**src/design/u16u8_pkg.sv**
```systemverilog
// ----------------------------------------------------------------------------
// u16u8_pkg
// shared types, constants and the code point encoder for the utf-16 to utf-8
// transcoder
// ----------------------------------------------------------------------------
package u16u8_pkg;

	localparam int unsigned UNIT_W      = 16;
	localparam int unsigned BYTE_W      = 8;
	localparam int unsigned CP_W        = 21;
	localparam int unsigned SURR_W      = 10;
	localparam int unsigned MAX_BYTES   = 6;
	localparam int unsigned CNT_W       = 3;

	// upper six bits of a surrogate unit
	localparam logic [5:0] HIGH_TAG = 6'h36;
	localparam logic [5:0] LOW_TAG  = 6'h37;

	localparam logic [CP_W-1:0] ONE_BYTE_LIMIT   = 21'h00080;
	localparam logic [CP_W-1:0] TWO_BYTE_LIMIT   = 21'h00800;
	localparam logic [CP_W-1:0] THREE_BYTE_LIMIT = 21'h10000;
	localparam logic [CP_W-1:0] SUPP_OFFSET      = 21'h10000;

	localparam logic [BYTE_W-1:0] LEAD2 = 8'hC0;
	localparam logic [BYTE_W-1:0] LEAD3 = 8'hE0;
	localparam logic [BYTE_W-1:0] LEAD4 = 8'hF0;
	localparam logic [BYTE_W-1:0] CONT  = 8'h80;

	typedef struct packed {
		logic [3:0][BYTE_W-1:0] bytes;
		logic [CNT_W-1:0]       len;
	} enc_t;

	// one queued request: the bytes caused by one input unit, first in index 0
	typedef struct packed {
		logic [MAX_BYTES-1:0][BYTE_W-1:0] bytes;
		logic [CNT_W-1:0]                 count;
	} entry_t;

	function automatic enc_t encode_point(input logic [CP_W-1:0] cp);
		enc_t e;
		e.bytes = '0;
		e.len   = '0;
		if (cp < ONE_BYTE_LIMIT) begin
			e.bytes[0] = cp[7:0];
			e.len      = 3'd1;
		end else if (cp < TWO_BYTE_LIMIT) begin
			e.bytes[0] = LEAD2 | {3'b000, cp[10:6]};
			e.bytes[1] = CONT | {2'b00, cp[5:0]};
			e.len      = 3'd2;
		end else if (cp < THREE_BYTE_LIMIT) begin
			e.bytes[0] = LEAD3 | {4'b0000, cp[15:12]};
			e.bytes[1] = CONT | {2'b00, cp[11:6]};
			e.bytes[2] = CONT | {2'b00, cp[5:0]};
			e.len      = 3'd3;
		end else begin
			e.bytes[0] = LEAD4 | {5'b00000, cp[20:18]};
			e.bytes[1] = CONT | {2'b00, cp[17:12]};
			e.bytes[2] = CONT | {2'b00, cp[11:6]};
			e.bytes[3] = CONT | {2'b00, cp[5:0]};
			e.len      = 3'd4;
		end
		return e;
	endfunction

endpackage

```
**src/design/u16u8_front.sv**
```systemverilog
// ----------------------------------------------------------------------------
// u16u8_front
// takes utf-16 units, pairs surrogates and encodes each request into a
// queue entry of up to six utf-8 bytes
// ----------------------------------------------------------------------------
module u16u8_front (
	input  logic                  clk,
	input  logic                  arst_n,
	input  logic                  s_tvalid,
	output logic                  s_tready,
	input  logic [15:0]           s_tdata,   // code_unit
	input  logic                  s_tlast,   // last_unit
	input  logic                  q_full,
	output logic                  push,
	output u16u8_pkg::entry_t     push_entry
);
	import u16u8_pkg::*;

	logic              held_q;
	logic [SURR_W-1:0] held_bits_q;
	logic              is_high;
	logic              is_low;
	logic              accept;
	logic              hold_new;
	enc_t              enc_pair;
	enc_t              enc_held;
	enc_t              enc_unit;
	entry_t            ent;

	assign is_high  = (s_tdata[15:10] == HIGH_TAG);
	assign is_low   = (s_tdata[15:10] == LOW_TAG);
	assign s_tready = !q_full;
	assign accept   = s_tvalid && !q_full;
	assign hold_new = is_high && !s_tlast;

	assign enc_pair = encode_point(SUPP_OFFSET + {1'b0, held_bits_q, s_tdata[9:0]});
	assign enc_held = encode_point({5'b00000, HIGH_TAG, held_bits_q});
	assign enc_unit = encode_point({5'b00000, s_tdata});

	always_comb begin
		ent = '0;
		if (held_q && is_low) begin
			ent.bytes[3:0] = enc_pair.bytes;
			ent.count      = enc_pair.len;
		end else if (held_q) begin
			// lone high surrogate goes first, then the new unit unless it is held
			ent.bytes[2:0] = enc_held.bytes[2:0];
			ent.count      = 3'd3;
			if (!hold_new) begin
				ent.bytes[5:3] = enc_unit.bytes[2:0];
				ent.count      = 3'd3 + enc_unit.len;
			end
		end else if (!hold_new) begin
			ent.bytes[2:0] = enc_unit.bytes[2:0];
			ent.count      = enc_unit.len;
		end
	end

	assign push       = accept && (ent.count != '0);
	assign push_entry = ent;

	always_ff @(posedge clk or negedge arst_n) begin
		if (!arst_n) begin
			held_q      <= 1'b0;
			held_bits_q <= '0;
		end else if (accept) begin
			if (held_q && is_low) begin
				held_q      <= 1'b0;
				held_bits_q <= '0;
			end else if (hold_new) begin
				held_q      <= 1'b1;
				held_bits_q <= s_tdata[9:0];
			end else begin
				held_q      <= 1'b0;
				held_bits_q <= '0;
			end
		end
	end

endmodule

```
**src/design/u16u8_queue.sv**
```systemverilog
// ----------------------------------------------------------------------------
// u16u8_queue
// small fifo of encoded requests between the front and the back
// ----------------------------------------------------------------------------
module u16u8_queue #(
	parameter int unsigned DEPTH = 4
) (
	input  logic              clk,
	input  logic              arst_n,
	input  logic              push,
	input  u16u8_pkg::entry_t push_entry,
	output logic              full,
	input  logic              pop,
	output logic              head_valid,
	output u16u8_pkg::entry_t head_entry
);
	import u16u8_pkg::*;

	localparam int unsigned AW = (DEPTH > 1) ? $clog2(DEPTH) : 1;
	localparam int unsigned CW = $clog2(DEPTH + 1);

	entry_t          store_q [DEPTH];
	logic [AW-1:0]   wr_ptr_q;
	logic [AW-1:0]   rd_ptr_q;
	logic [CW-1:0]   count_q;

	assign full       = (count_q == CW'(DEPTH));
	assign head_valid = (count_q != '0);
	assign head_entry = store_q[rd_ptr_q];

	always_ff @(posedge clk) begin
		if (push) begin
			store_q[wr_ptr_q] <= push_entry;
		end
	end

	always_ff @(posedge clk or negedge arst_n) begin
		if (!arst_n) begin
			wr_ptr_q <= '0;
			rd_ptr_q <= '0;
			count_q  <= '0;
		end else begin
			if (push) begin
				wr_ptr_q <= (wr_ptr_q == AW'(DEPTH - 1)) ? '0 : wr_ptr_q + 1'b1;
			end
			if (pop) begin
				rd_ptr_q <= (rd_ptr_q == AW'(DEPTH - 1)) ? '0 : rd_ptr_q + 1'b1;
			end
			if (push && !pop) begin
				count_q <= count_q + 1'b1;
			end else if (pop && !push) begin
				count_q <= count_q - 1'b1;
			end
		end
	end

endmodule

```
**src/design/u16u8_back.sv**
```systemverilog
// ----------------------------------------------------------------------------
// u16u8_back
// walks the bytes of the head entry into a registered byte-wide output
// ----------------------------------------------------------------------------
module u16u8_back (
	input  logic              clk,
	input  logic              arst_n,
	input  logic              head_valid,
	input  u16u8_pkg::entry_t head_entry,
	output logic              pop,
	output logic              m_tvalid,
	input  logic              m_tready,
	output logic [7:0]        m_tdata,   // utf8_byte
	output logic              m_tlast    // last_of_run
);
	import u16u8_pkg::*;

	logic [CNT_W-1:0]  idx_q;
	logic              out_valid_q;
	logic [BYTE_W-1:0] out_byte_q;
	logic              out_last_q;
	logic              load;
	logic              final_byte;

	assign load       = head_valid && (!out_valid_q || m_tready);
	assign final_byte = (idx_q == head_entry.count - 3'd1);
	assign pop        = load && final_byte;

	always_ff @(posedge clk or negedge arst_n) begin
		if (!arst_n) begin
			idx_q       <= '0;
			out_valid_q <= 1'b0;
		end else begin
			if (load) begin
				out_valid_q <= 1'b1;
				idx_q       <= final_byte ? '0 : idx_q + 1'b1;
			end else if (m_tready) begin
				out_valid_q <= 1'b0;
			end
		end
	end

	always_ff @(posedge clk) begin
		if (load) begin
			out_byte_q <= head_entry.bytes[idx_q];
			out_last_q <= final_byte;
		end
	end

	assign m_tvalid = out_valid_q;
	assign m_tdata  = out_byte_q;
	assign m_tlast  = out_last_q;

endmodule

```
**src/design/utf16_to_utf8_transcoder_core.sv**
```systemverilog
// ----------------------------------------------------------------------------
// utf16_to_utf8_transcoder_core
// streaming utf-16 to utf-8 transcoder with surrogate pairing
// ----------------------------------------------------------------------------
// usage
//   s_* takes one utf-16 code unit per request, s_tlast marks the end of the
//   string. m_* gives one utf-8 byte per request, m_tlast marks the final
//   byte caused by an input unit.
//   a high surrogate not marked last is held back and gives no bytes until
//   the next unit arrives; a following low surrogate turns the pair into four
//   bytes, anything else first flushes the held surrogate as three bytes.
//   a unit that is taken is written to the queue, and its first byte then goes
//   through the output register onto m_tdata, if the queue was empty and the
//   output free.
//   throughput: one byte per cycle on the output while m_tready is high; a unit
//   gives one, two, three or four bytes (three to six when a held surrogate is
//   flushed, none while a surrogate is held); the output byte register sets the
//   rate. the front takes a unit every cycle while the request queue has room.
//   a stall on m_tready holds the byte in the output register; the queue
//   fills and s_tready drops once it is full.
//   reset empties the queue, clears the held surrogate and drops m_tvalid.
// ----------------------------------------------------------------------------
module utf16_to_utf8_transcoder_core #(
	parameter int unsigned QUEUE_DEPTH = 4
) (
	input  logic        clk,
	input  logic        arst_n,
	input  logic        s_tvalid,
	output logic        s_tready,
	input  logic [15:0] s_tdata,   // code_unit
	input  logic        s_tlast,   // last_unit
	output logic        m_tvalid,
	input  logic        m_tready,
	output logic [7:0]  m_tdata,   // utf8_byte
	output logic        m_tlast    // last_of_run
);
	import u16u8_pkg::*;

	logic   push;
	entry_t push_entry;
	logic   q_full;
	logic   pop;
	logic   head_valid;
	entry_t head_entry;

	u16u8_front u_front (
		.clk        (clk),
		.arst_n     (arst_n),
		.s_tvalid   (s_tvalid),
		.s_tready   (s_tready),
		.s_tdata    (s_tdata),
		.s_tlast    (s_tlast),
		.q_full     (q_full),
		.push       (push),
		.push_entry (push_entry)
	);

	u16u8_queue #(
		.DEPTH (QUEUE_DEPTH)
	) u_queue (
		.clk        (clk),
		.arst_n     (arst_n),
		.push       (push),
		.push_entry (push_entry),
		.full       (q_full),
		.pop        (pop),
		.head_valid (head_valid),
		.head_entry (head_entry)
	);

	u16u8_back u_back (
		.clk        (clk),
		.arst_n     (arst_n),
		.head_valid (head_valid),
		.head_entry (head_entry),
		.pop        (pop),
		.m_tvalid   (m_tvalid),
		.m_tready   (m_tready),
		.m_tdata    (m_tdata),
		.m_tlast    (m_tlast)
	);

endmodule
```
**config.mk**
```make
export PLATFORM = sky130hd
export DESIGN_NAME = utf16_to_utf8_transcoder_core
export DESIGN_NICKNAME = d
export VERILOG_FILES = /design/src/design/u16u8_pkg.sv /design/src/design/u16u8_front.sv /design/src/design/u16u8_queue.sv /design/src/design/u16u8_back.sv /design/src/design/utf16_to_utf8_transcoder_core.sv
export SDC_FILE = /design/constraint.sdc
export NUM_CORES = 1
export LEC_CHECK = 0
export ABC_CLOCK_PERIOD_IN_PS = 4000
export BUFFER_PORTS_ARGS = -buffer_cell sky130_fd_sc_hd__buf_2
export CORE_MARGIN = 4
export CORE_UTILIZATION = 50
export CTS_BUF_LIST = sky130_fd_sc_hd__clkbuf_4 sky130_fd_sc_hd__clkbuf_8
export DETAILED_ROUTE_END_ITERATION = 16
export MAX_ROUTING_LAYER = met4
export PLACE_DENSITY = 0.76
export SLEW_MARGIN = 20
export SYNTH_ARGS = -nofsm -noshare
export SYNTH_HDL_FRONTEND = slang
export SYNTH_HIERARCHICAL = 1
export SYNTH_SLANG_ARGS = --single-unit
```
**constraint.sdc**
```tcl
create_clock -name clk -period 4 [get_ports clk]
set_input_delay 1.2 -clock clk [delete_from_list [all_inputs] [get_ports clk]]
set_output_delay 1.2 -clock clk [all_outputs]
set_load 0.005 [all_outputs]
```
Word-level counts from Yosys, hierarchy flattened
Memory sizes are Yosys's and may differ from the RTL's.
Cells that the tools add are included.

cells by class
  add/subtract/negate cells = 8
  order comparisons = 6
  eq/ne operators = 6
  muxes and demuxes = 34
  reductions and logical operators = 18

operator list
  kind                                                                     number
  27-bit two-way mux                                                       4
  24-bit two-way mux                                                       3
  16-bit two-way mux                                                       3
  19-bit two-way mux                                                       2
  35-bit two-way mux                                                       1
  25-bit two-way mux                                                       1
  8-bit binary-select mux with 3-bit select                                1
  8-bit two-way mux                                                        3
  11-bit two-way mux                                                       2
  17-bit by 20-bit adder with 21-bit output (first input constant)         1
  21-bit by 12-bit < comparator with 1-bit output (second input constant)  1
  21-bit by 17-bit < comparator with 1-bit output (second input constant)  1
  21-bit by 8-bit < comparator with 1-bit output (second input constant)   1
  10-bit two-way mux                                                       2
  16-bit by 12-bit < comparator with 1-bit output (second input constant)  1
  16-bit by 8-bit < comparator with 1-bit output (second input constant)   1
  6-bit equality test (second input constant)                              2
  3-bit two-way mux                                                        4
  1-bit logical AND                                                        8
  3-bit by 1-bit adder with 3-bit output (second input constant)           2
  1-bit two-way mux                                                        6
  3-bit nonzero test                                                       2
  3-bit by 1-bit subtractor with 3-bit output (second input constant)      2
  1-bit logical NOT                                                        5
  other kinds (9)                                                          13

storage, ports and cells
  flip-flop bits (word level) = 31
  RAM bits = 204
  input port bits = 21
  output and inout port bits = 11
  logic and storage cells = 82
  memories kept = 1

memory list
  name             depth  bits a word  rd ports  clocked after Yosys merged registers in  wr ports  RTL line           source
  u_queue.store_q  4      51           1         0                                        1         u16u8_queue.sv:22  entry_t store_q [DEPTH];

Depth between registers and ports, before layout
Gate-level depths: netlist of the first run.

  word-level depth = 15
  depth in mapped cells = 15
  gate-level depth less buffers = 13

By module
The synthesis of the first run kept the hierarchy.

modules (own cells, without submodules)
  module       instances  cells an instance  area each (µm²)  sequential area each (µm²)
  u16u8_queue  1          304                7840.0           6301.0
  u16u8_front  1          278                1844.3           275.3
  u16u8_back   1          76                 949.7            370.4

Least setup slack after synthesis of the first run
No wires, ideal clock.

  path kind = input-to-reg
  start point = input s_tdata[10]
  end point = memory u_queue/store_q[1][0] (netlist bit), enable pin
  setup time = 0.414 ns
  arrival time = 3.423 ns
  data required time = 3.586 ns
  setup slack = 0.163 ns
  cell stages on the path = 6
  buffers on the path = 3
  cells stage by stage = buf_2 -> nor4_1 -> buf_2 -> buf_2 -> a21oi_1 -> and2_1

between the ends
  cells in the longest elaborated chain, start to end = 11
  elaborated cells between the ends (all ways) = 17
  classes of those cells = add/sub (1); order compare (2); eq/ne (2); mux (8); reduce/logical (4)

ends and longest elaborated chain
  what                                             RTL line                             source
  from (decl)                                      utf16_to_utf8_transcoder_core.sv:30  input logic [15:0] s_tdata,
  16-bit by 12-bit < comparator with 1-bit output  u16u8_pkg.sv:47                      end else if (cp < TWO_BYTE_LIMIT) begin
  19-bit two-way mux                               u16u8_pkg.sv:47
  11-bit two-way mux                               u16u8_pkg.sv:44                      if (cp < ONE_BYTE_LIMIT) begin
  2-bit by 3-bit adder with 3-bit output           u16u8_front.sv:51                    ent.count = 3'd3 + enc_unit.len;
  3-bit two-way mux                                u16u8_front.sv:49                    if (!hold_new) begin
  27-bit two-way mux                               u16u8_front.sv:45                    end else if (held_q) begin
  35-bit two-way mux *                             u16u8_front.sv:42                    if (held_q && is_low) begin
  3-bit nonzero test *                             u16u8_front.sv:59                    assign push = accept && (ent.count != '0);
  1-bit logical AND *                              u16u8_front.sv:59
  net push                                         utf16_to_utf8_transcoder_core.sv:39  logic push;
  1-bit two-way mux *                              u16u8_queue.sv:32                    if (push) begin
  1-bit two-way mux (not written as such) *        u16u8_queue.sv:33                    store_q[wr_ptr_q] <= push_entry;
  to (decl)                                        u16u8_queue.sv:22

The timed path passes the listed nets; every way through them passes the cells marked *.

==> impl_metrics.yaml, run 1 <==
finish:
  fin_cells: 1004
  post-route-cell-area_mm2: 0.0117
  drive_gt1_share_pct: 25.4
  multi_input_area_mm2: 0.00328
  final_core_util_pct: 56.0
  layout.nets: 733
  fillCellCount: 1644
  area.sequential_mm2: 0.00695
  insertedDiodeCount: 0
  area_delta_synth_final_pct: 10.4
global_route:
  grt_max_degree: 52
  antenna_found_initial: 0
  grtUsageTotal_pct: 21.7
  grt-ovfl-total: 0
  grt_pass1_wl_um: 38300
  grt_pass1_vias: 6430
worst_setup_path:
  regToRegSetupSlack_ns: 0.71
  start_kind: "flop"
  end_kind: "flop"
  crit_required_ns: 4.39
  r2r_start: "u_queue/rd_ptr_q[0]"
  arrival_ns: 3.68
  cp-startpoint: "u_queue/rd_ptr_q[0]"
  r2r-end: "u_queue/count_q[1]"
  critPathKind: "reg -> reg"
  crit_fanout: 5
  rr_worst_depth: 11
synth:
  synthTopCellsByCount: "edfxtp_1 (213), mux4_2 (49), nand2_1 (45)"
  yosysWarnings: 6
  synth_flop_cell: "edfxtp_1"
  synth_area_leaders: "edfxtp_1 (60%), mux4_2 (10%), dfrtp_1 (5.2%)"
  yosysMostFrequentCell: "edfxtp_1"
  syn_inst: 658
  avgSynthCellArea_um2: 16.2
  synth-edff-count: 213
  synthArstFlopShare_pct: 9.36
  synth-seq-cells: 235
  ys_types: 72
  synth-seq-area-share_pct: 65.3
  synth_top_cell_area_share_pct: 60.1
  yosysTopAreaCell: "edfxtp_1"
  netlist_area_mm2: 0.0106
power:
  swShare_pct: 29.2
  p_leak_nw: 4.10
  peakVddDrop_mv: 0.393
  share_comb_of_total_power_pct: 28.6
  internal-power_mw: 5.45
  power_frac_clock_pct: 26.6
  p_seq_share_pct: 44.8
  power_switching_mw: 2.24
  power_density_mw_per_mm2: 655
  p_total_mw: 7.70
worst_hold_path:
  hp-start: "u_queue/count_q[2]"
  whs_path_depth: 1
  hold_path_end: "u_queue/count_q[2]"
  hold_class: "reg -> reg"
cts:
  cts_max_level: 2
  clockRootBuffer: "clkbuf_8"
  cts_buffers: 38
  clk_pin_slew_ns: 0.05
  clock_sinks: 235
  cts_tree: "done"
  cts_setup_buffers: 0
  clock_latency_ns: 0.52
  cts_buffer_depth: 3
  ctsHoldBuffers: 0
  cts_resized: 0
timing:
  fin_crit_ns: 3.29
  setup_ws_ns: 0.711
  hold_violations: 0
  fin_skew_ns: 0.0178
  fin_hold_ws_ns: 0.535
  fin_crit_sh_pct: 82.2
  drv_slew: 0
  slew_headroom_pct: 42.0
  rsz0062_at_grt: "no"
  max_freq_mhz: 304
  worst_pin_slew_ns: 0.863
  tns_ns: 0
  finalSetupViolations: 0
routing:
  via_count: 6235
  routedWlPerCell_um: 24.7
  drcViolationCount: 0
  drtPass1Iterations: 5
  drtIter0Drc: 569
  viasPerCell: 6.21
  ant_nets: 0
  routed_wl_um: 24800
floorplanning:
  dieHeight_um: 154
  dieArea_mm2: 0.0237
  num_io_pins: 32
  fp.dieW_um: 154
  start_util_pct: 50.7
  rows: 53
  core_region_area_mm2: 0.0210
placed_design:
  dpl-instance-area_mm2: 0.0110
  gp_routability_congestion: 1.01
  dp_slack_ns: 0.582
  portBuffers: 31
  hpwlAfterDp_um: 16300
  dp_cells: 937
run_status:
  status: "finished, final reports clean"
flow_run:
  max_cap_violations: 0
## cells by family (layout without fill, tap and decap cells)
group | count (synthesis) | after routing | synth area share [%]
adders and majority gates | 10 | 10 | 1.25
AOI/OAI and AO/OA | 98 | 98 | 6.31
xor gates and xnor gates | 8 | 8 | 0.730
other | 1 | 4 | 0.0353
buffers and inverters | 70 | 138 | 4.00
muxes | 77 | 77 | 14.6
and+or+nand+nor | 159 | 159 | 7.78
DFF | 235 | 235 | 65.3
## registers in the layout (all words and copies together) (netlist names)
name,count
u_back/idx_q,3
u_back/m_tdata,8
u_back/m_tlast,1
u_back/m_tvalid,1
u_front/held_bits_q,10
u_front/held_q,1
u_queue/count_q,3
u_queue/rd_ptr_q,2
u_queue/store_q,204
u_queue/wr_ptr_q,2
## placed cells by master (no fill, tap or decap), types with 5 or more instances in the layout
master    count
mux4_1       10
mux2i_1      15
ha_1          9
mux4_2       49
clkbuf_4     22
nor3_1       12
buf_2        31
edfxtp_1    213
nand2_1      45
nor2_1       34
a21oi_1       9
a211o_1       5
dfrtp_1      20
o21ai_1      14
and2_1        9
and4_1        5
clkbuf_8     39
o22ai_1      10
nand3_1      19
a22oi_1      13
inv_1        22
buf_4        14
o21ai_0      13
## area by class of cell
class | count | area share, %
well taps | 275 | 2.93
clock buffers | 61 | 5.98
repair buffers | 48 | 2.73
flip-flops and latches | 235 | 59.2
multi-input cells | 356 | 28.0
clock inverters | 6 | 0.469
inverters | 23 | 0.735
## power groups by stage
stage / combinational (mW) / clock [mW] / sequential [mW]
global placement: 2.18 / 0 / 3.46
CTS: 2.25 / 2.09 / 3.46
floorplan: 1.77 / 0 / 3.41
global route: 2.39 / 2.21 / 3.49
detailed placement: 2.24 / 0 / 3.50
finish: 2.20 / 2.05 / 3.45
## layer usage
layer	vias up	share of wire [%]	GRT usage [%]
met4	0	3.2	7.70
met3	63	6.8	4.05
li1	2693	-	-
met5	-	0	-
met2	274	49	33.9
met1	3205	41	29.0
## critical path, cell delays in order (launching register included)
cell,delay (ns)
dfrtp_4,0.45
mux4_1,0.65
inv_1,0.10
ha_1,0.24
xor2_1,0.20
nand2_2,0.11
nor3_2,0.37
inv_1,0.09
ha_1,0.22
inv_1,0.07
fa_1,0.40
mux2_2,0.27
## how the worst max path moves through the flow
stage               cells past startpoint  slack (ns)                     to
finish                                 11        0.71     u_queue/count_q[1]
global route                           11        0.53     u_queue/count_q[1]
CTS                                    11        0.69     u_queue/count_q[1]
detailed placement                      8        0.58     u_queue/count_q[1]
global placement                        8        0.60     u_queue/count_q[1]
floorplan                               6        0.16  u_queue/store_q[1][0]
No activity file was read; power rests on OpenSTA's default activity.
==> inputs of run 2 (changes only) <==
--- a/config.mk
+++ b/config.mk
@@ -5,14 +5,14 @@
 export SDC_FILE = /design/constraint.sdc
 export NUM_CORES = 1
 export LEC_CHECK = 0
-export ABC_CLOCK_PERIOD_IN_PS = 4000
+export ABC_CLOCK_PERIOD_IN_PS = 2900
 export BUFFER_PORTS_ARGS = -buffer_cell sky130_fd_sc_hd__buf_2
 export CORE_MARGIN = 4
 export CORE_UTILIZATION = 50
 export CTS_BUF_LIST = sky130_fd_sc_hd__clkbuf_4 sky130_fd_sc_hd__clkbuf_8
 export DETAILED_ROUTE_END_ITERATION = 16
 export MAX_ROUTING_LAYER = met4
-export PLACE_DENSITY = 0.76
+export PLACE_DENSITY = 0.79
 export SLEW_MARGIN = 20
 export SYNTH_ARGS = -nofsm -noshare
 export SYNTH_HDL_FRONTEND = slang
==> constraint.sdc (replaced) <==
create_clock -name clk -period 2.9 [get_ports clk]
set_input_delay 0.87 -clock clk [delete_from_list [all_inputs] [get_ports clk]]
set_output_delay 0.87 -clock clk [all_outputs]
set_load 0.005 [all_outputs]
==> impl_metrics.yaml, run 2 (synthesized netlist as in run 1, its figures left out) <==
flow_run:
  max_cap_violations: 0
timing:
  hold_violations: 0
  fin_crit_ns: 2.80
  rsz0062_at_grt: "no"
  finalSetupViolations: 0
  fin_crit_sh_pct: 96.4
  fin_hold_ws_ns: 0.316
  slew_headroom_pct: 41.4
  drv_slew: 0
  fin_skew_ns: 0.0295
  max_freq_mhz: 358
  tns_ns: 0
  worst_pin_slew_ns: 0.879
floorplanning:
  core_region_area_mm2: 0.0210
  fp.dieW_um: 154
  num_io_pins: 32
  rows: 53
  dieHeight_um: 154
  start_util_pct: 50.7
  dieArea_mm2: 0.0237
placed_design:
  gp_routability_congestion: 0.945
  dpl-instance-area_mm2: 0.0113
  hpwlAfterDp_um: 15700
  portBuffers: 31
routing:
  drtIter0Drc: 641
  viasPerCell: 6.08
  routed_wl_um: 24600
  drtPass1Iterations: 9
  drcViolationCount: 0
  routedWlPerCell_um: 23.7
  via_count: 6289
  ant_nets: 0
finish:
  insertedDiodeCount: 0
  layout.nets: 767
  largest_reg_flops: 204
  area_delta_synth_final_pct: 14.5
  post-route-cell-area_mm2: 0.0122
  drive_gt1_share_pct: 30.4
  final_common_cell: "edfxtp_1"
  regMostFlops: "u_queue/store_q"
  final_cell_mix: "edfxtp_1 (213), mux4_2 (51), buf_4 (46)"
worst_setup_path:
  crit_required_ns: 3.30
  regToRegSetupSlack_ns: 0.10
  end_kind: "flop"
  critPathKind: "reg -> reg"
  arrival_ns: 3.20
  start_kind: "flop"
  crit_fanout: 3
global_route:
  grt_max_degree: 52
  antenna_found_initial: 1
  grt_pass1_wl_um: 38400
  grt_pass1_vias: 6620
  grtUsageTotal_pct: 21.8
  grt-ovfl-total: 0
power:
  p_leak_nw: 4.32
  peakVddDrop_mv: 0.502
  power_density_mw_per_mm2: 920
cts:
  cts_tree: "done"
  clock_latency_ns: 0.53
  cts_buffer_depth: 3
  clk_pin_slew_ns: 0.07
  cts_buffers: 37
  clockRootBuffer: "clkbuf_8"
  ctsHoldBuffers: 0
  cts_max_level: 2
  clock_sinks: 235
run_status:
  status: "finished, final reports clean"
worst_hold_path:
  hold_class: "in -> async"
## run 2: final timing paths
path,end,start,cells past startpoint
worst max-delay path,u_queue/count_q[1],u_queue/rd_ptr_q[0],11
max in group asynchronous,u_queue/rd_ptr_q[0],arst_n,1
worst min register to register,u_queue/count_q[2],u_queue/count_q[2],1
min in group clk,u_queue/count_q[2],u_queue/count_q[2],1
worst min-delay path,u_front/held_bits_q[9],arst_n,1
worst max register to register,u_queue/count_q[1],u_queue/rd_ptr_q[0],11
## run 2: layer usage
layer  GRT usage, %  vias to the layer above  wire length (um)
li1               -                     2758                 -
met2           34.3                      313             12200
met4           8.07                        0               709
met1           28.4                     3156              9860
met3           4.48                       62              1840
met5              -                        -                 0
## run 2: critical path: stages, from the launching register on
cell and delay (ns):
dfrtp_4 0.43, mux4_2 0.52, inv_2 0.09, ha_4 0.21, xor2_2 0.16, nand2_2 0.11, nor3_4 0.19, inv_2 0.06
ha_4 0.17, inv_2 0.05, fa_2 0.41, mux2_4 0.27
## run 2: where the power goes
part | total (mW) | switching [mW] | internal [mW]
Combinational | 3.45 | 1.80 | 1.65
Sequential | 4.69 | 0.201 | 4.48
Clock | 3.07 | 1.25 | 1.82
Total | 11.2 | 3.25 | 7.96
## run 2: layout make-up
type / instances / area [um^2]
Sequential cell: 235 / 6950
Tap cell: 275 / 344
Inverter: 23 / 86.3
Clock inverter: 15 / 201
Timing Repair Buffer: 83 / 621
Multi-Input combinational cell: 356 / 3370
Fill cell: 1588 / 8770
Clock buffer: 48 / 611
## run 2: stage by stage
stage | worst slack, ns | instances | util (%) | total power, mW
after floorplan | 0.0115 | 661 | - | 7.19
after global placement | -0.00811 | 967 | 53.9 | 7.91
after detailed placement | -0.0505 | 967 | 53.9 | 8.04
after CTS | 0.00314 | 1032 | 57.8 | 11.2
after global routing | 0.00710 | 1035 | 58.1 | 11.8
final | 0.104 | 1035 | 58.1 | 11.2
## run 2: what timing repair did
action | CTS | global route
pin swaps | 1 | 6
setup buffers | 2 | 3
resized for setup | 1 | 11
endpoints found under the setup margin | 2 | 2
